<file path="config.mk">
export PLATFORM = sky130hd
export DESIGN_NAME = avcc_to_annexb_converter_flat
export DESIGN_NICKNAME = d
export VERILOG_FILES = /design/src/rtl/core/avcc_pkg.sv /design/src/rtl/core/avcc_ifs.sv /design/src/rtl/core/avcc_parse.sv /design/src/rtl/core/avcc_emit.sv /design/src/rtl/core/avcc_to_annexb_converter.sv /design/src/flat_wrapper.sv
export SDC_FILE = /design/constraint.sdc
export NUM_CORES = 1
export LEC_CHECK = 0
export ABC_AREA = 0
export ABC_CLOCK_PERIOD_IN_PS = 8100
export BUFFER_PORTS_ARGS = -buffer_cell sky130_fd_sc_hd__buf_2
export CAP_MARGIN = 10
export CORE_ASPECT_RATIO = 1.2
export CORE_MARGIN = 5
export CORE_UTILIZATION = 37
export CTS_CLUSTER_SIZE = 24
export DETAILED_ROUTE_END_ITERATION = 16
export PLACE_DENSITY_LB_ADDON = 0.15
export REMOVE_ABC_BUFFERS = 1
export SYNTH_ARGS = -nofsm -noshare
export SYNTH_HDL_FRONTEND = slang
export SYNTH_SLANG_ARGS = --single-unit
</file>
<file path="constraint.sdc">
create_clock -name clk_i -period 8.1 [get_ports clk_i]
set_clock_uncertainty 0.2 [all_clocks]
set_input_delay 0.405 -clock clk_i [delete_from_list [all_inputs] [get_ports clk_i]]
set_output_delay 0.405 -clock clk_i [all_outputs]
set_load 0.1 [all_outputs]
</file>
<file path="src/rtl/core/avcc_pkg.sv">
// Types and constants of the avcC to Annex B converter.
// Depends on nothing; used by the interfaces, the core modules and the checker.
package avcc_pkg;

  localparam int unsigned MAX_RES = 5;
  localparam int unsigned CNT_W   = 3;

  typedef enum logic [1:0] {
    ST_OK          = 2'd0,
    ST_BAD_VERSION = 2'd1,
    ST_TRUNCATED   = 2'd2
  } status_e;

  typedef enum logic [12:0] {
    PH_VERSION   = 13'b0000000000001,
    PH_HDR1      = 13'b0000000000010,
    PH_HDR2      = 13'b0000000000100,
    PH_HDR3      = 13'b0000000001000,
    PH_HDR4      = 13'b0000000010000,
    PH_HDR5      = 13'b0000000100000,
    PH_SPS_HI    = 13'b0000001000000,
    PH_SPS_LO    = 13'b0000010000000,
    PH_SPS_DATA  = 13'b0000100000000,
    PH_PPS_COUNT = 13'b0001000000000,
    PH_PPS_HI    = 13'b0010000000000,
    PH_PPS_LO    = 13'b0100000000000,
    PH_PPS_DATA  = 13'b1000000000000
  } phase_e;

  localparam logic [7:0] VERSION_ONE = 8'h01;

  localparam logic [7:0] START_CODE [4] = '{8'h00, 8'h00, 8'h00, 8'h01};

  typedef struct packed {
    logic [7:0] out_byte;
    logic       out_is_data;
    logic       out_last;
    status_e    status;
  } res_t;

  typedef struct packed {
    res_t [MAX_RES-1:0] res;
    logic [CNT_W-1:0]   cnt;
  } desc_t;

endpackage

</file>
<file path="src/rtl/core/avcc_ifs.sv">
// Request channel interfaces of the avcC to Annex B converter.
// Depends on avcc_pkg for the status type.
interface avcc_in_if;
  logic       valid;
  logic       ready;
  logic [7:0] in_byte;
  logic       in_last;

  modport source (output valid, in_byte, in_last, input ready);
  modport sink (input valid, in_byte, in_last, output ready);
endinterface

interface avcc_out_if import avcc_pkg::*; ();
  logic       valid;
  logic       ready;
  logic [7:0] out_byte;
  logic       out_is_data;
  logic       out_last;
  status_e    status;

  modport source (output valid, out_byte, out_is_data, out_last, status, input ready);
  modport sink (input valid, out_byte, out_is_data, out_last, status, output ready);
endinterface

</file>
<file path="src/rtl/core/avcc_parse.sv">
// Record parser: walks the avcC header and builds the result list of one request.
// Depends on avcc_pkg.
module avcc_parse import avcc_pkg::*; (
  input  logic       clk_i,
  input  logic       rst_ni,
  input  logic       accept_i,
  input  logic [7:0] in_byte_i,
  input  logic       in_last_i,
  output desc_t      desc_o
);

  phase_e      phase_q, phase_d;
  logic [15:0] rem_q, rem_d;
  logic [7:0]  len_hi_q, len_hi_d;
  logic        fin_q, fin_d;
  logic        fail_q, fail_d;

  logic        active;
  logic [15:0] len;
  logic [15:0] dec;
  logic        sc;
  logic        sc_last;
  logic        data;
  logic        data_last;
  logic        stat;
  status_e     stat_code;
  logic [CNT_W-1:0] n;

  assign active = !fin_q && !fail_q;
  assign len    = {len_hi_q, in_byte_i};
  assign dec    = rem_q - 16'd1;

  always_comb begin
    phase_d   = phase_q;
    rem_d     = rem_q;
    len_hi_d  = len_hi_q;
    fin_d     = fin_q;
    fail_d    = fail_q;
    sc        = 1'b0;
    sc_last   = 1'b0;
    data      = 1'b0;
    data_last = 1'b0;
    stat      = 1'b0;
    stat_code = ST_OK;
    if (active) begin
      case (phase_q)
        PH_VERSION: begin
          if (in_byte_i != VERSION_ONE) begin
            fail_d    = 1'b1;
            stat      = 1'b1;
            stat_code = ST_BAD_VERSION;
          end else begin
            phase_d = PH_HDR1;
          end
        end
        PH_HDR1: phase_d = PH_HDR2;
        PH_HDR2: phase_d = PH_HDR3;
        PH_HDR3: phase_d = PH_HDR4;
        PH_HDR4: phase_d = PH_HDR5;
        PH_HDR5: phase_d = PH_SPS_HI;
        PH_SPS_HI: begin
          len_hi_d = in_byte_i;
          phase_d  = PH_SPS_LO;
        end
        PH_SPS_LO: begin
          rem_d   = len;
          sc      = 1'b1;
          phase_d = (len == 16'd0) ? PH_PPS_COUNT : PH_SPS_DATA;
        end
        PH_SPS_DATA: begin
          data  = 1'b1;
          rem_d = dec;
          if (dec == 16'd0) begin
            phase_d = PH_PPS_COUNT;
          end
        end
        PH_PPS_COUNT: phase_d = PH_PPS_HI;
        PH_PPS_HI: begin
          len_hi_d = in_byte_i;
          phase_d  = PH_PPS_LO;
        end
        PH_PPS_LO: begin
          rem_d = len;
          sc    = 1'b1;
          if (len == 16'd0) begin
            sc_last = 1'b1;
            fin_d   = 1'b1;
          end else begin
            phase_d = PH_PPS_DATA;
          end
        end
        PH_PPS_DATA: begin
          rem_d     = dec;
          data      = 1'b1;
          data_last = (dec == 16'd0);
          if (dec == 16'd0) begin
            fin_d = 1'b1;
          end
        end
        default: ;
      endcase
    end
    if (in_last_i) begin
      if (!fin_d && !fail_d) begin
        stat      = 1'b1;
        stat_code = ST_TRUNCATED;
      end
      phase_d  = PH_VERSION;
      rem_d    = 16'd0;
      len_hi_d = 8'd0;
      fin_d    = 1'b0;
      fail_d   = 1'b0;
    end
  end

  always_comb begin
    desc_o.res = '0;
    n          = '0;
    if (sc) begin
      for (int i = 0; i < 4; i++) begin
        desc_o.res[i].out_byte    = START_CODE[i];
        desc_o.res[i].out_is_data = 1'b1;
        desc_o.res[i].out_last    = sc_last && (i == 3);
        desc_o.res[i].status      = ST_OK;
      end
      n = CNT_W'(4);
    end
    if (data) begin
      desc_o.res[n].out_byte    = in_byte_i;
      desc_o.res[n].out_is_data = 1'b1;
      desc_o.res[n].out_last    = data_last;
      desc_o.res[n].status      = ST_OK;
      n = n + CNT_W'(1);
    end
    if (stat) begin
      desc_o.res[n].out_byte    = 8'h00;
      desc_o.res[n].out_is_data = 1'b0;
      desc_o.res[n].out_last    = 1'b1;
      desc_o.res[n].status      = stat_code;
      n = n + CNT_W'(1);
    end
    desc_o.cnt = n;
  end

  always_ff @(posedge clk_i or negedge rst_ni) begin
    if (!rst_ni) begin
      phase_q  <= PH_VERSION;
      rem_q    <= 16'd0;
      len_hi_q <= 8'd0;
      fin_q    <= 1'b0;
      fail_q   <= 1'b0;
    end else if (accept_i) begin
      phase_q  <= phase_d;
      rem_q    <= rem_d;
      len_hi_q <= len_hi_d;
      fin_q    <= fin_d;
      fail_q   <= fail_d;
    end
  end

endmodule

</file>
<file path="src/rtl/core/avcc_emit.sv">
// Result buffer and output register: sends the results of one request one per cycle while the output is not stalled.
// Depends on avcc_pkg and avcc_out_if.
module avcc_emit import avcc_pkg::*; (
  input  logic              clk_i,
  input  logic              rst_ni,
  input  logic              load_i,
  input  desc_t             desc_i,
  output logic              free_o,
  avcc_out_if.source        out_o
);

  res_t [MAX_RES-1:0] res_q;
  logic [CNT_W-1:0]   cnt_q;
  logic [CNT_W-1:0]   idx_q;
  res_t               out_q;
  logic               ovalid_q;

  logic pending;
  logic out_free;
  logic move;
  logic last_move;

  assign pending   = (idx_q != cnt_q);
  assign out_free  = !ovalid_q || out_o.ready;
  assign move      = pending && out_free;
  assign last_move = move && ((idx_q + CNT_W'(1)) == cnt_q);
  assign free_o    = !pending || last_move;

  always_ff @(posedge clk_i) begin
    if (load_i) begin
      res_q <= desc_i.res;
    end
    if (move) begin
      out_q <= res_q[idx_q];
    end
  end

  always_ff @(posedge clk_i or negedge rst_ni) begin
    if (!rst_ni) begin
      cnt_q    <= '0;
      idx_q    <= '0;
      ovalid_q <= 1'b0;
    end else begin
      if (load_i) begin
        cnt_q <= desc_i.cnt;
        idx_q <= '0;
      end else if (move) begin
        idx_q <= idx_q + CNT_W'(1);
      end
      if (move) begin
        ovalid_q <= 1'b1;
      end else if (out_o.ready) begin
        ovalid_q <= 1'b0;
      end
    end
  end

  assign out_o.valid       = ovalid_q;
  assign out_o.out_byte    = out_q.out_byte;
  assign out_o.out_is_data = out_q.out_is_data;
  assign out_o.out_last    = out_q.out_last;
  assign out_o.status      = out_q.status;

endmodule

</file>
<file path="src/rtl/core/avcc_to_annexb_converter.sv">
// Throughput: one request per cycle while each gives at most one result and the output
// is not stalled; a request with n results holds the result buffer until all n have
// moved to the output register (the SPS and PPS length bytes give four start code bytes
// each; a truncated or bad version record adds one status result).
// Reset is asynchronous and active low; it clears the parser state and the output valid.
module avcc_to_annexb_converter import avcc_pkg::*; (
  input  logic        clk_i,
  input  logic        rst_ni,
  avcc_in_if.sink     in_i,
  avcc_out_if.source  out_o
);

  desc_t desc;
  logic  free;
  logic  accept;

  assign in_i.ready = free;
  assign accept     = in_i.valid && free;

  avcc_parse u_parse (
    .clk_i     (clk_i),
    .rst_ni    (rst_ni),
    .accept_i  (accept),
    .in_byte_i (in_i.in_byte),
    .in_last_i (in_i.in_last),
    .desc_o    (desc)
  );

  avcc_emit u_emit (
    .clk_i  (clk_i),
    .rst_ni (rst_ni),
    .load_i (accept),
    .desc_i (desc),
    .free_o (free),
    .out_o  (out_o)
  );

endmodule

</file>
<file path="src/flat_wrapper.sv">
// flat-port wrapper written by rule: the top's interface ports become plain ports
module avcc_to_annexb_converter_flat import avcc_pkg::*;
  (clk_i, rst_ni, in_i_valid, in_i_in_byte, in_i_in_last, in_i_ready, out_o_valid, out_o_out_byte, out_o_out_is_data, out_o_out_last, out_o_status, out_o_ready);
  avcc_in_if in_i_i ();
  avcc_out_if out_o_i ();
  input  logic clk_i;
  input  logic rst_ni;
  input wire logic [$bits(in_i_i.valid)-1:0] in_i_valid;
  input wire logic [$bits(in_i_i.in_byte)-1:0] in_i_in_byte;
  input wire logic [$bits(in_i_i.in_last)-1:0] in_i_in_last;
  output wire logic [$bits(in_i_i.ready)-1:0] in_i_ready;
  output wire logic [$bits(out_o_i.valid)-1:0] out_o_valid;
  output wire logic [$bits(out_o_i.out_byte)-1:0] out_o_out_byte;
  output wire logic [$bits(out_o_i.out_is_data)-1:0] out_o_out_is_data;
  output wire logic [$bits(out_o_i.out_last)-1:0] out_o_out_last;
  output wire logic [$bits(out_o_i.status)-1:0] out_o_status;
  input wire logic [$bits(out_o_i.ready)-1:0] out_o_ready;
  assign in_i_i.valid = in_i_valid;
  assign in_i_i.in_byte = in_i_in_byte;
  assign in_i_i.in_last = in_i_in_last;
  assign in_i_ready = in_i_i.ready;
  assign out_o_valid = out_o_i.valid;
  assign out_o_out_byte = out_o_i.out_byte;
  assign out_o_out_is_data = out_o_i.out_is_data;
  assign out_o_out_last = out_o_i.out_last;
  assign out_o_status = out_o_i.status;
  assign out_o_i.ready = out_o_ready;
  avcc_to_annexb_converter u_core (.clk_i(clk_i), .rst_ni(rst_ni), .in_i(in_i_i), .out_o(out_o_i));
endmodule
</file>
=== Word level (Yosys, flattened, before mapping) ===
Index checks and enable logic that the tools add are counted.

* Reductions and logical operators: 29
* Muxes and demuxes: 77
* Equal/unequal tests: 19
* Order comparisons: 5
* Add/sub/neg operators: 4

{| class="wikitable"
|+ Operators with widths
! operator !! count
|-
| $bwmux W60 || 8
|-
| $demux W12 S3 || 8
|-
| $pmux W13 S12 || 1
|-
| $mux W60 || 2
|-
| $mux W13 || 5
|-
| $mux W41 || 1
|-
| $bmux W12 S3 || 1
|-
| $mux W12 || 3
|-
| $logic_not A16 Y1 || 2
|-
| $mux W16 || 2
|-
| $pmux W16 S2 || 1
|-
| $mux W1 || 27
|-
| $mux W8 || 3
|-
| $mux W3 || 7
|-
| $sub A16 B1 Y16 const B || 1
|-
| $eq A13 B1 Y1 const B || 1
|-
| $eq A13 B10 Y1 const B || 1
|-
| $eq A13 B11 Y1 const B || 1
|-
| $eq A13 B12 Y1 const B || 1
|-
| $eq A13 B13 Y1 const B || 1
|-
| $eq A13 B2 Y1 const B || 1
|-
| $eq A13 B3 Y1 const B || 1
|-
| $eq A13 B4 Y1 const B || 1
|-
| $eq A13 B5 Y1 const B || 1
|-
| other kinds (24) || 53
|}

* Output and inout bits: 14
* Input port bits: 13
* Bits in registers: 118
* Word-level logic and storage cells: 166

=== Logic depth before layout (Yosys ltp) ===
Gate-level depths: netlist of run 1.

* Depth after elaboration: 19
* Gate-level depth with buffers: 14
* Mapped depth without buffers: 13

=== Modules after synthesis ===
A second synthesis of run 1 with hierarchy kept.

* Cells, all modules: 562
* Area, all modules: 6364.9 um^2

{| class="wikitable"
|+ Modules (own cells, without submodules)
! module !! cells an instance !! area each (um^2) !! instances
|-
| avcc_parse || 388 || 3225.6 || 1
|-
| avcc_emit || 173 || 3133.0 || 1
|-
| avcc_to_annexb_converter || 1 || 6.3 || 1
|}

=== Worst setup path after synthesis of run 1 ===
OpenSTA, ideal clock, no wires.

* Kind: reg-to-reg
* Start: register u_core.u_emit.ovalid_q, in the netlist u_core.u_emit.out_o.valid
* End: register u_core.u_emit.res_q[0] (netlist name), enable pin
* Cell stages (with the launch flop): 6
* Path buffers: 1
* Setup slack: 4258 ps
* Arrival: 3236 ps
* Cell sequence: dfrtp_1 -> nand2b_1 -> a41o_1 -> nand2_1 -> clkinv_1 -> clkbuf_1

* Word-level cells in the longest chain between the ends: 6

{| class="wikitable"
|+ RTL lines
! what !! line !! text
|-
| from (decl) || avcc_emit.sv:16 || <nowiki>logic ovalid_q;</nowiki>
|-
| from (signal assigned) || avcc_emit.sv:42 || <nowiki>ovalid_q <= 1'b0;</nowiki>
|-
| from (signal assigned) || avcc_emit.sv:51 || <nowiki>ovalid_q <= 1'b1;</nowiki>
|-
| from (signal assigned) || avcc_emit.sv:53 || <nowiki>ovalid_q <= 1'b0;</nowiki>
|-
| $logic_not A1 Y1 || avcc_emit.sv:24 || <nowiki>assign out_free = !ovalid_q || out_o.ready;</nowiki>
|-
| $logic_or A1 B1 Y1 || avcc_emit.sv:24 ||
|-
| $logic_and A1 B1 Y1 || avcc_emit.sv:25 || <nowiki>assign move = pending && out_free;</nowiki>
|-
| $logic_and A1 B1 Y1 || avcc_emit.sv:26 || <nowiki>assign last_move = move && ((idx_q + CNT_W'(1)) == cnt_q);</nowiki>
|-
| $logic_or A1 B1 Y1 || avcc_emit.sv:27 || <nowiki>assign free_o = !pending || last_move;</nowiki>
|-
| net in_i_ready || flat_wrapper.sv:11 || <nowiki>output wire logic [$bits(in_i_i.ready)-1:0] in_i_ready;</nowiki>
|-
| $logic_and A1 B1 Y1 || avcc_to_annexb_converter.sv:18 || <nowiki>assign accept = in_i.valid && free;</nowiki>
|-
| net u_core.accept || avcc_to_annexb_converter.sv:15 || <nowiki>logic accept;</nowiki>
|-
| to (signal assigned) || avcc_emit.sv:31 || <nowiki>res_q <= desc_i.res;</nowiki>
|-
| to (decl) || avcc_emit.sv:12 || <nowiki>res_t [MAX_RES-1:0] res_q;</nowiki>
|}

The timed path passes the listed nets, and every way through them passes these cells.
A chain may end at the register's enable or synchronous reset.

=== Final worst setup path of run 1 ===
* Start: register u_core.u_emit.idx_q[2]
* End: register u_core.u_parse.phase_q[10]

* Word-level cells in the longest chain between the ends: 6
* Elaborated cells between the ends (all ways): 9

{| class="wikitable"
|+ RTL lines
! what !! line !! text
|-
| from (decl) || avcc_emit.sv:14 || <nowiki>logic [CNT_W-1:0] idx_q;</nowiki>
|-
| from (signal assigned) || avcc_emit.sv:48 || <nowiki>idx_q <= idx_q + CNT_W'(1);</nowiki>
|-
| $add A3 B1 Y3 / $ne A3 B3 Y1 (equally long branches) || avcc_emit.sv:26, avcc_emit.sv:23 ||
|-
| $eq A3 B3 Y1 / $logic_and A1 B1 Y1 (equally long branches) || avcc_emit.sv:26, avcc_emit.sv:25 ||
|-
| $logic_and A1 B1 Y1 || avcc_emit.sv:26 ||
|-
| $logic_or A1 B1 Y1 (*) || avcc_emit.sv:27 ||
|-
| $logic_and A1 B1 Y1 (*) || avcc_to_annexb_converter.sv:18 ||
|-
| $reduce_and A6 Y1 (no source line) (*) || n/a ||
|-
| to (signal assigned) || avcc_parse.sv:153 || <nowiki>phase_q <= phase_d;</nowiki>
|-
| to (decl) || avcc_parse.sv:12 || <nowiki>phase_e phase_q, phase_d;</nowiki>
|}

Every way passes the cells marked *; elsewhere a longest branch is shown, timed or not.

==> results_dict.tcl, run 1 <==
set metrics [dict create \
    cap_violations 0 \
    final_cells 653 \
    grt_busiest_layer "met2" \
    synth_area_leader_cell "edfxtp_1" \
    mostFrequentLayoutCell "dfrtp_1" \
    dp.final_hpwl_um 7180 \
    cp-end-kind "flop" \
    p_leak_uw 0.00209 \
    cts_resized 0 \
    slew_violations 0 \
    rrSetupSlack_ps 4250 \
    num_rows 44 \
    die_width_um 112 \
    power_density_nw_per_um2 398 \
    ys.warnings.count 0 \
    wire_per_inst_um 16.0 \
    cp-start-kind "flop" \
    die_h_um 133 \
    drtAntennaViolNets 0 \
    use_met1_pct 18.3 \
    irDropWorstVdd_v 0.000216 \
    syn_area_um2 4630 \
    synth_cells 463 \
    drive_above_1_share_pct 13.8 \
    placedCellCount 635 \
    yosys-top-cells-area "edfxtp_1 27%, dfrtp_1 24%, o21ai_0 3.8%" \
    critPathRequiredTime_ps 8180 \
    vias_per_cell 5.42 \
    drt-total-wl_um 10400 \
    ioPinCount 27 \
    synth_edf_count 42 \
    syn_avg_cell_area_um2 10.0 \
    register_area_um2 2410 \
    holdWs_ps 160 \
    initial_core_util_pct 38.1 \
    grt_max_degree 47 \
    numCtsBuffers 9 \
    async_flop_share_pct 52.3 \
    die-area_um2 14900 \
    nFillCells 1186 \
    cts_tree "built" \
    grt.met3_usage_pct 2.83 \
    drt_first_iter_violations 213 \
    root_buffer "clkbuf_16" \
    coreArea_um2 12200 \
    relSlewSlack_pct 18.5 \
    antenna_found_initial 0 \
    place.gp.congestion 0.785 \
    track_usage_pct 14.3 \
    stdcell_area_um2 5230 \
    worstSetupPathType "flop to flop" \
    cts_sinks 88 \
    final-setup-viol-count 0 \
    synth-seq-cells 88 \
    ys.flop_type "dfrtp_1" \
    multi_input_area_um2 2070 \
    drc 0 \
    crit_arrival_ps 3930 \
    final_core_utilization_pct 43.0 \
    cts_max_level 3 \
    antenna_cells 0 \
    worstMarginPinSlew_ps 1220 \
    finalCriticalPeriod_ps 3850 \
    hold_class "input port to flop" \
    use_met2_pct 24.6 \
    rsz0062_at_grt "false" \
    place_area_um2 4900 \
    outcome "complete, no violations" \
    grt_remaining_overflow 0 \
    yosys.area.top_type_share_pct 27.2 \
    finalHoldViolations 0 \
    fmax_ghz 0.260 \
    port_buffers 26 \
    grt_pass1_vias 3487 \
    area_growth_pct 12.9 \
    cp_max_fo 22 \
    cts_buffer_depth 2 \
    clk_latency_ps 340 \
    fin_crit_sh_pct 47.5 \
    grt_pass1_wl_um 17600 \
    num_vias 3539 \
    clk_pin_slew_ps 70 \
    seq_area_frac_synth_pct 52.1 \
    fin_setup_tns_ps 0 \
    dr.pass1.iters 4 \
    layout_common_cells "45 x dfrtp_1, 44 x nor2_1, 42 x edfxtp_1" \
    yosysUniqueCellTypes 73 \
    layout.nets 504 \
]
-- registers in the layout, summed over array words and instances (netlist names) --
name / count
u_core.u_emit.cnt_q: 3
u_core.u_emit.idx_q: 3
u_core.u_emit.res_q: 30
u_core.u_emit.out_o.status: 2
u_core.u_emit.out_o.out_byte: 8
u_core.u_parse.fin_q: 1
u_core.u_parse.len_hi_q: 8
u_core.u_emit.out_o.valid: 1
u_core.u_emit.out_o.out_last: 1
u_core.u_parse.phase_q: 13
u_core.u_parse.rem_q: 16
u_core.u_parse.fail_q: 1
u_core.u_emit.out_o.out_is_data: 1
-- cell type report --
cell class,count,area share [%]
Clock inverter,7,1.36
Tap cell,161,3.85
Inverter,18,1.29
Sequential cell,88,46.2
Multi-Input combinational cell,339,39.5
Clock buffer,9,4.31
Timing Repair Buffer,31,3.49
-- worst max-delay path, cell delays in order, from the launching register on --
cell      delay (ps)
dfrtp_1          890
xor2_1           210
nor3_1           320
a41o_1           160
nand2_1          400
clkinv_1         410
o221ai_1         600
nor4_1           460
a21o_1           120
-- logic make-up (layout without fill, tap and decap cells) --
family / Yosys count / in the layout / synth area share, %
muxes: 15 / 15 / 3.46
other: 1 / 11 / 0.0810
adders and majority gates: 4 / 4 / 1.08
AOI/OAI and AO/OA: 113 / 113 / 15.6
buffers and inverters: 46 / 65 / 4.03
and+or+nand+nor: 181 / 181 / 20.8
xor gates and xnor gates: 15 / 15 / 2.84
DFF: 88 / 88 / 52.1
-- power breakdown --
part           internal [uW]  total [uW]  switching [uW]
registers                662         768             107
logic                    238         910             671
clock network            217         406             189
total                   1120        2080             967
-- final timing paths --
path	start	endpoint	depth (start not counted)
min in group asynchronous	rst_ni	u_core.u_parse.phase_q[6]	2
worst min-delay path	out_o_ready	u_core.u_emit.out_o.valid	3
worst max-delay path	u_core.u_emit.idx_q[2]	u_core.u_parse.phase_q[10]	8
worst max register to register	u_core.u_emit.idx_q[2]	u_core.u_parse.phase_q[10]	8
worst min register to register	u_core.u_emit.cnt_q[2]	u_core.u_emit.cnt_q[2]	2
max in group asynchronous	rst_ni	u_core.u_parse.phase_q[1]	3
-- routing by layer --
metal  share of wire, %  vias up
met5                  0        -
met3                2.7        4
met2                 50       53
li1                   -     1753
met4               0.77        0
met1                 46     1729
-- what timing repair did --
| action | 4_1_cts | 5_1_grt |
|---|---|---|
| hold endpoints to repair | 0 | 13 |
| hold buffers | 0 | 1 |
| buffers inserted | 0 | 0 |
| setup endpoints to repair | 0 | 0 |
-- cell usage after synthesis (3+ instances only) --
cell	count
a21oi_1	26
a31oi_1	4
and2_1	3
buf_1	3
buf_2	5
clkbuf_1	19
dfrtp_1	45
edfxtp_1	42
ha_1	4
inv_1	17
mux2i_1	13
nand2_1	40
nand2b_1	5
nand3_1	3
nand4_1	4
nor2_1	44
nor2b_1	6
nor3_1	24
nor3_2	3
nor4_1	15
o21ai_0	35
o21ai_1	3
o22ai_1	3
o31ai_1	7
o41ai_1	9
or2_2	4
or3_1	4
or4_1	7
xnor2_1	6
xor2_1	9
-- stage by stage --
step	power, uW	worst slack, ps
global route	2210	3890
CTS	2110	4210
finish	2080	4250
detailed placement	1690	4230
floorplan	1490	3570
global placement	1680	4310
No activity file was read; power rests on OpenSTA's default activity.
==> run 2, diff against run 1 <==
--- a/config.mk
+++ b/config.mk
@@ -6,7 +6,7 @@
 export NUM_CORES = 1
 export LEC_CHECK = 0
 export ABC_AREA = 0
-export ABC_CLOCK_PERIOD_IN_PS = 8100
+export ABC_CLOCK_PERIOD_IN_PS = 3100
 export BUFFER_PORTS_ARGS = -buffer_cell sky130_fd_sc_hd__buf_2
 export CAP_MARGIN = 10
 export CORE_ASPECT_RATIO = 1.2
==> constraint.sdc (replaced) <==
create_clock -name clk_i -period 3.1 [get_ports clk_i]
set_clock_uncertainty 0.2 [all_clocks]
set_input_delay 0.155 -clock clk_i [delete_from_list [all_inputs] [get_ports clk_i]]
set_output_delay 0.155 -clock clk_i [all_outputs]
set_load 0.1 [all_outputs]
==> run 2 against run 1 <==
Wire length grew 7.3%. Flip-flop and latch count is the same. Register-to-register slack lost 4100 ps. Total power grew to 2.7 times the previous value. Critical path depth grew 1. Sequential power grew to 2.5 times the previous value. Combinational power grew to 2.9 times the previous value. Final area grew 8.3%.
==> results_dict.tcl, run 2 (synthesis gave the netlist of run 1 again) <==
set metrics [dict create \
    outcome "complete, no violations" \
    drc 0 \
    worstMarginPinSlew_ps 1090 \
    layout.nets 553 \
    grt_pass1_wl_um 18700 \
    cap_violations 0 \
    seq_power_share_pct 34.0 \
    p_leak_uw 0.00234 \
    place.gp.congestion 0.855 \
    finalCriticalPeriod_ps 2990 \
    antenna_found_initial 0 \
    power_density_nw_per_um2 1010 \
    final-setup-viol-count 0 \
    dp.final_hpwl_um 7890 \
    vias_per_cell 5.35 \
    cp-start-kind "flop" \
    holdWs_ps 105 \
    power_frac_comb_pct 46.9 \
    drive_above_1_share_pct 21.4 \
    irDropWorstVdd_v 0.000730 \
    drt-total-wl_um 11200 \
    r2r_cells 9 \
    fmax_ghz 0.335 \
    top_regs "u_core.u_emit.res_q: 30 flops, u_core.u_parse.rem_q: 16 flops, u_core.u_parse.phase_q: 13 flops" \
    final_cells 702 \
    r2r_start "u_core.u_parse.rem_q[4]" \
    ioPinCount 27 \
    initial_core_util_pct 38.1 \
    regMostFlops "u_core.u_emit.res_q" \
    drtAntennaViolNets 0 \
    setup_ws_ps 113 \
    finalHoldViolations 0 \
    nFillCells 1168 \
    critPathRequiredTime_ps 3150 \
    relSlewSlack_pct 27.3 \
    placedCellCount 672 \
    cts_tree "built" \
    die_h_um 133 \
    numCtsBuffers 9 \
    track_usage_pct 15.3 \
    dp_slack_ps 9.58 \
    grt_pass1_vias 3735 \
    swShare_pct 45.8 \
    antenna_cells 0 \
    rsz0062_at_grt "false" \
    rrSetupSlack_ps 110 \
    slew_violations 0 \
    dr.pass1.iters 5 \
    root_buffer "clkbuf_16" \
    wire_per_inst_um 15.9 \
    fin_setup_tns_ps 0 \
    port_buffers 26 \
    worstSetupPathType "flop to flop" \
    grt_remaining_overflow 0 \
    drt_first_iter_violations 252 \
    switchingPower_uw 2610 \
    die-area_um2 14900 \
    num_rows 44 \
    grt_max_degree 47 \
    cp_max_fo 5 \
    r2r-end "u_core.u_parse.phase_q[2]" \
    final_core_utilization_pct 46.6 \
    fin_crit_sh_pct 96.3 \
    largest_reg_flops 30 \
    area_growth_pct 22.4 \
    cts_buffer_depth 2 \
    crit_arrival_ps 3040 \
    cts_max_level 3 \
    internal_power_uw 3090 \
    cts_sinks 88 \
    hold_class "input port to asynchronous set/reset pin" \
    clkPwrFrac_pct 19.0 \
    clk_pin_slew_ps 70 \
    cp-end-kind "flop" \
    layout_common_cells "44 x nor2_1, 44 x dfrtp_1, 43 x buf_4" \
    die_width_um 112 \
    clk_latency_ps 340 \
    coreArea_um2 12200 \
    num_vias 3757 \
]
run 2: changes by cell type in the layout (fill, tap and decap cells not counted), sizes merged:
cell / change
buf: +40
dlygate4sd3: +9
run 2: area by class of cell:
type	instances	area (um^2)	area share [%]
clock buffer	9	225	3.98
clock inverter	7	73.8	1.30
inverter	18	67.6	1.19
multi-input combinational	339	2110	37.2
sequential	88	2410	42.6
tap	161	201	3.56
timing repair buffer	80	573	10.1
run 2: how the worst max path moves through the flow:
| stage | from | endpoint | slack (ps) | cells after the start |
|---|---|---|---|---|
| floorplan | u_core.u_emit.idx_q[2] | u_core.u_parse.phase_q[6] | -1430 | 8 |
| global placement | u_core.u_parse.phase_q[6] | u_core.u_parse.phase_q[2] | 60 | 8 |
| detailed placement | u_core.u_parse.rem_q[4] | u_core.u_parse.phase_q[2] | 10 | 9 |
| CTS | u_core.u_parse.rem_q[4] | u_core.u_parse.phase_q[2] | 60 | 9 |
| global route | u_core.u_parse.rem_q[4] | u_core.u_parse.phase_q[2] | 8 | 9 |
| finish | u_core.u_parse.rem_q[4] | u_core.u_parse.phase_q[2] | 110 | 9 |
run 2: worst max-delay path, stage by stage, from the launching register on:
cell,delay [ps]
dfrtp_1,400
or3_4,410
or3_1,390
xor2_1,160
nand4_1,170
nor3_2,210
o21ai_1,80
or4_4,460
buf_4,180
o31ai_2,230
run 2: layer usage:
layer	up-vias	GRT usage, %	wire length, um
li1	1852	-	-
met5	-	0	0
met1	1801	19.8	5020
met3	14	1.92	437
met2	90	26.1	5570
met4	0	5.61	147
run 2: repair_timing:
action                                  CTS  global route
gates resized for setup                   1             8
setup buffers                             0             3
hold buffers                             10             0
pin swaps                                 0             3
hold endpoints to repair                 60             0
endpoints found under the setup margin    1            13
run 2: per-stage QoR:
step	cell area, um^2	power, uW
after global placement	5180	4560
final	5660	5700
after floorplan	4550	3880
after CTS	5580	5700
after global routing	5660	6050
after detailed placement	5180	4580
run 2: power groups by stage:
stage	registers (uW)	clock network [uW]	logic, uW
5_1_grt	1990	1160	2900
3_5_place_dp	1950	0	2630
6_report	1940	1090	2680
4_1_cts	1930	1110	2650
2_1_floorplan	2590	0	1290
3_3_place_gp	1940	0	2620
==> run 3, diff against run 2 <==
--- a/config.mk
+++ b/config.mk
@@ -6,7 +6,7 @@
 export NUM_CORES = 1
 export LEC_CHECK = 0
 export ABC_AREA = 0
-export ABC_CLOCK_PERIOD_IN_PS = 3100
+export ABC_CLOCK_PERIOD_IN_PS = 2800
 export BUFFER_PORTS_ARGS = -buffer_cell sky130_fd_sc_hd__buf_2
 export CAP_MARGIN = 10
 export CORE_ASPECT_RATIO = 1.2
==> constraint.sdc (replaced) <==
create_clock -name clk_i -period 2.8 [get_ports clk_i]
set_clock_uncertainty 0.2 [all_clocks]
set_input_delay 0.14 -clock clk_i [delete_from_list [all_inputs] [get_ports clk_i]]
set_output_delay 0.14 -clock clk_i [all_outputs]
set_load 0.1 [all_outputs]
==> run 3 against run 2 <==
Flip-flop and latch count is the same. Worst hold slack lost 81 ps. Via count grew 8.5%. The run now ends with setup timing left. Global-route usage grew 0.28 points. Sequential share of layout area shrank 5.4 points. Wire length grew 9.0%. Non-clock buffer count grew 58. Final area grew 14%. Cell count grew 8.5%. Combinational power grew 36%. Die area is the same.
==> results_dict.tcl, run 3 (synthesis gave the netlist of run 1 again) <==
set metrics [dict create \
    worstMarginPinSlew_ps 619 \
    cap_violations 0 \
    clk_latency_ps 340 \
    drc 0 \
    die_h_um 133 \
    die-area_um2 14900 \
    internal_power_uw 3830 \
    fmax_ghz 0.337 \
    vias_per_cell 5.35 \
    dp_slack_ps -242 \
    outcome "complete, but fails checks" \
    root_buffer "clkbuf_16" \
    fin_crit_sh_pct 106 \
    clk_pin_slew_ps 70 \
    swShare_pct 44.9 \
    cts_max_level 3 \
    port_buffers 26 \
    slew_violations 0 \
    mostFrequentLayoutCell "buf_4" \
    cts_buffer_depth 2 \
    finalCriticalPeriod_ps 2960 \
    crit_arrival_ps 3020 \
    stdcell_area_um2 6480 \
    hold_class "input port to flop" \
    drt-total-wl_um 12200 \
    irDropWorstVdd_v 0.000858 \
    finalHoldViolations 0 \
    top_regs "u_core.u_emit.res_q: 30 flops, u_core.u_parse.rem_q: 16 flops, u_core.u_parse.phase_q: 13 flops" \
    drtAntennaViolNets 0 \
    cp-start-kind "flop" \
    final_cells 762 \
    place_area_um2 5560 \
    final-setup-viol-count 23 \
    die_width_um 112 \
    coreArea_um2 12200 \
    place.gp.congestion 0.919 \
    worstSetupPathType "flop to flop" \
    p_leak_uw 0.00272 \
    switchingPower_uw 3120 \
    violations "setup timing" \
    drt_first_iter_violations 358 \
    rsz0062_at_grt "true" \
    power_frac_comb_pct 52.5 \
    power_density_nw_per_um2 1070 \
    dp.final_hpwl_um 8280 \
    numCtsBuffers 9 \
    num_rows 44 \
    num_vias 4077 \
    largest_reg_flops 30 \
    ioPinCount 27 \
    final_core_utilization_pct 53.3 \
    nFillCells 1053 \
    grt_max_degree 47 \
    cp-end-kind "flop" \
    layout.nets 613 \
    cp_max_fo 5 \
    dr.pass1.iters 5 \
    clkPwrFrac_pct 16.8 \
    setup_ws_ps -164 \
    relSlewSlack_pct 58.7 \
    antenna_cells 0 \
    layout_common_cells "87 x buf_4, 45 x dfrtp_1, 42 x nor2_1, 42 x edfxtp_1, 39 x nand2_1" \
    initial_core_util_pct 38.1 \
    track_usage_pct 15.6 \
    grt_remaining_overflow 0 \
    placedCellCount 718 \
    grt_pass1_vias 3886 \
    holdWs_ps 23.5 \
    regMostFlops "u_core.u_emit.res_q" \
    cts_sinks 88 \
    wire_per_inst_um 16.0 \
    antenna_found_initial 0 \
    area_growth_pct 40.0 \
    cts_tree "built" \
    seq_power_share_pct 30.6 \
    drive_above_1_share_pct 34.9 \
    grt_pass1_wl_um 19000 \
    critPathRequiredTime_ps 2850 \
]
[run 3: changes by cell type in the layout (fill, tap and decap cells not counted), moves of 4 or more]
cell | previous run | this run
o21ai_2 | 3 | 9
o21ai_0 | 35 | 22
buf_12 | 1 | 5
nor3_4 | 0 | 4
o21ai_4 | 0 | 5
buf_6 | 0 | 9
buf_4 | 43 | 87
o21ai_1 | 2 | 6
[run 3: routing by layer]
layer | share of wire, % | wire length [um] | track usage, % | up-vias
met3 | 4.8 | 581 | 2.51 | 18
met5 | 0 | 0 | 0 | -
met4 | 2.0 | 247 | 6.41 | 0
li1 | - | - | - | 1974
met2 | 50 | 6140 | 25.7 | 98
met1 | 43 | 5210 | 20.3 | 1987
[run 3: critical path, stage by stage (launching register included)]
cell,delay (ps)
dfrtp_1,410
buf_4,160
or2_2,350
nor2_1,200
xnor2_1,200
nand4_1,240
nor3_4,200
o21ai_2,60
or4_4,470
buf_6,160
o31ai_4,230
[run 3: per-stage QoR]
| step | power, uW | TNS [ps] |
|---|---|---|
| after floorplan | 4300 | -89540 |
| after global placement | 5330 | -2620 |
| after detailed placement | 5340 | -2730 |
| after CTS | 6660 | -368 |
| after global routing | 7330 | -5370 |
| final | 6940 | -1420 |
[run 3: what timing repair did]
action | in CTS | in global routing
cloned | 0 | 4
endpoints found under the setup margin | 34 | 38
gates resized for setup | 24 | 60
setup buffers | 3 | 10
endpoints found under the hold margin | 61 | 0
hold buffers | 10 | 0
pin swaps | 8 | 24
[run 3: power by group through the flow]
stage	Sequential (uW)	Combinational, uW	Clock (uW)
floorplan	2870	1430	0
global placement	2130	3200	0
detailed placement	2130	3210	0
CTS	2120	3350	1190
global route	2170	3920	1250
finish	2130	3650	1170
[run 3: path summary, 6_finish.rpt]
path	startpoint	end	slack (ps)	depth (start not counted)
worst max-delay path	u_core.u_parse.rem_q[0]	u_core.u_parse.phase_q[2]	-160	10
worst min-delay path	in_i_in_byte[7]	u_core.u_parse.rem_q[7]	20	4
worst max register to register	u_core.u_parse.rem_q[0]	u_core.u_parse.phase_q[2]	-160	10
worst min register to register	u_core.u_emit.cnt_q[2]	u_core.u_emit.cnt_q[2]	300	2
max in group asynchronous	rst_ni	u_core.u_parse.len_hi_q[6]	1790	3
min in group asynchronous	rst_ni	u_core.u_parse.phase_q[2]	80	2
[run 3: cell type report]
class | count | area, um^2 | area share [%]
multi-input cells | 341 | 2400 | 37.0
clock buffers | 9 | 225 | 3.47
inverters | 18 | 67.6 | 1.04
well taps | 161 | 201 | 3.11
clock inverters | 7 | 63.8 | 0.985
repair buffers | 138 | 1110 | 17.1
flip-flops and latches | 88 | 2410 | 37.2
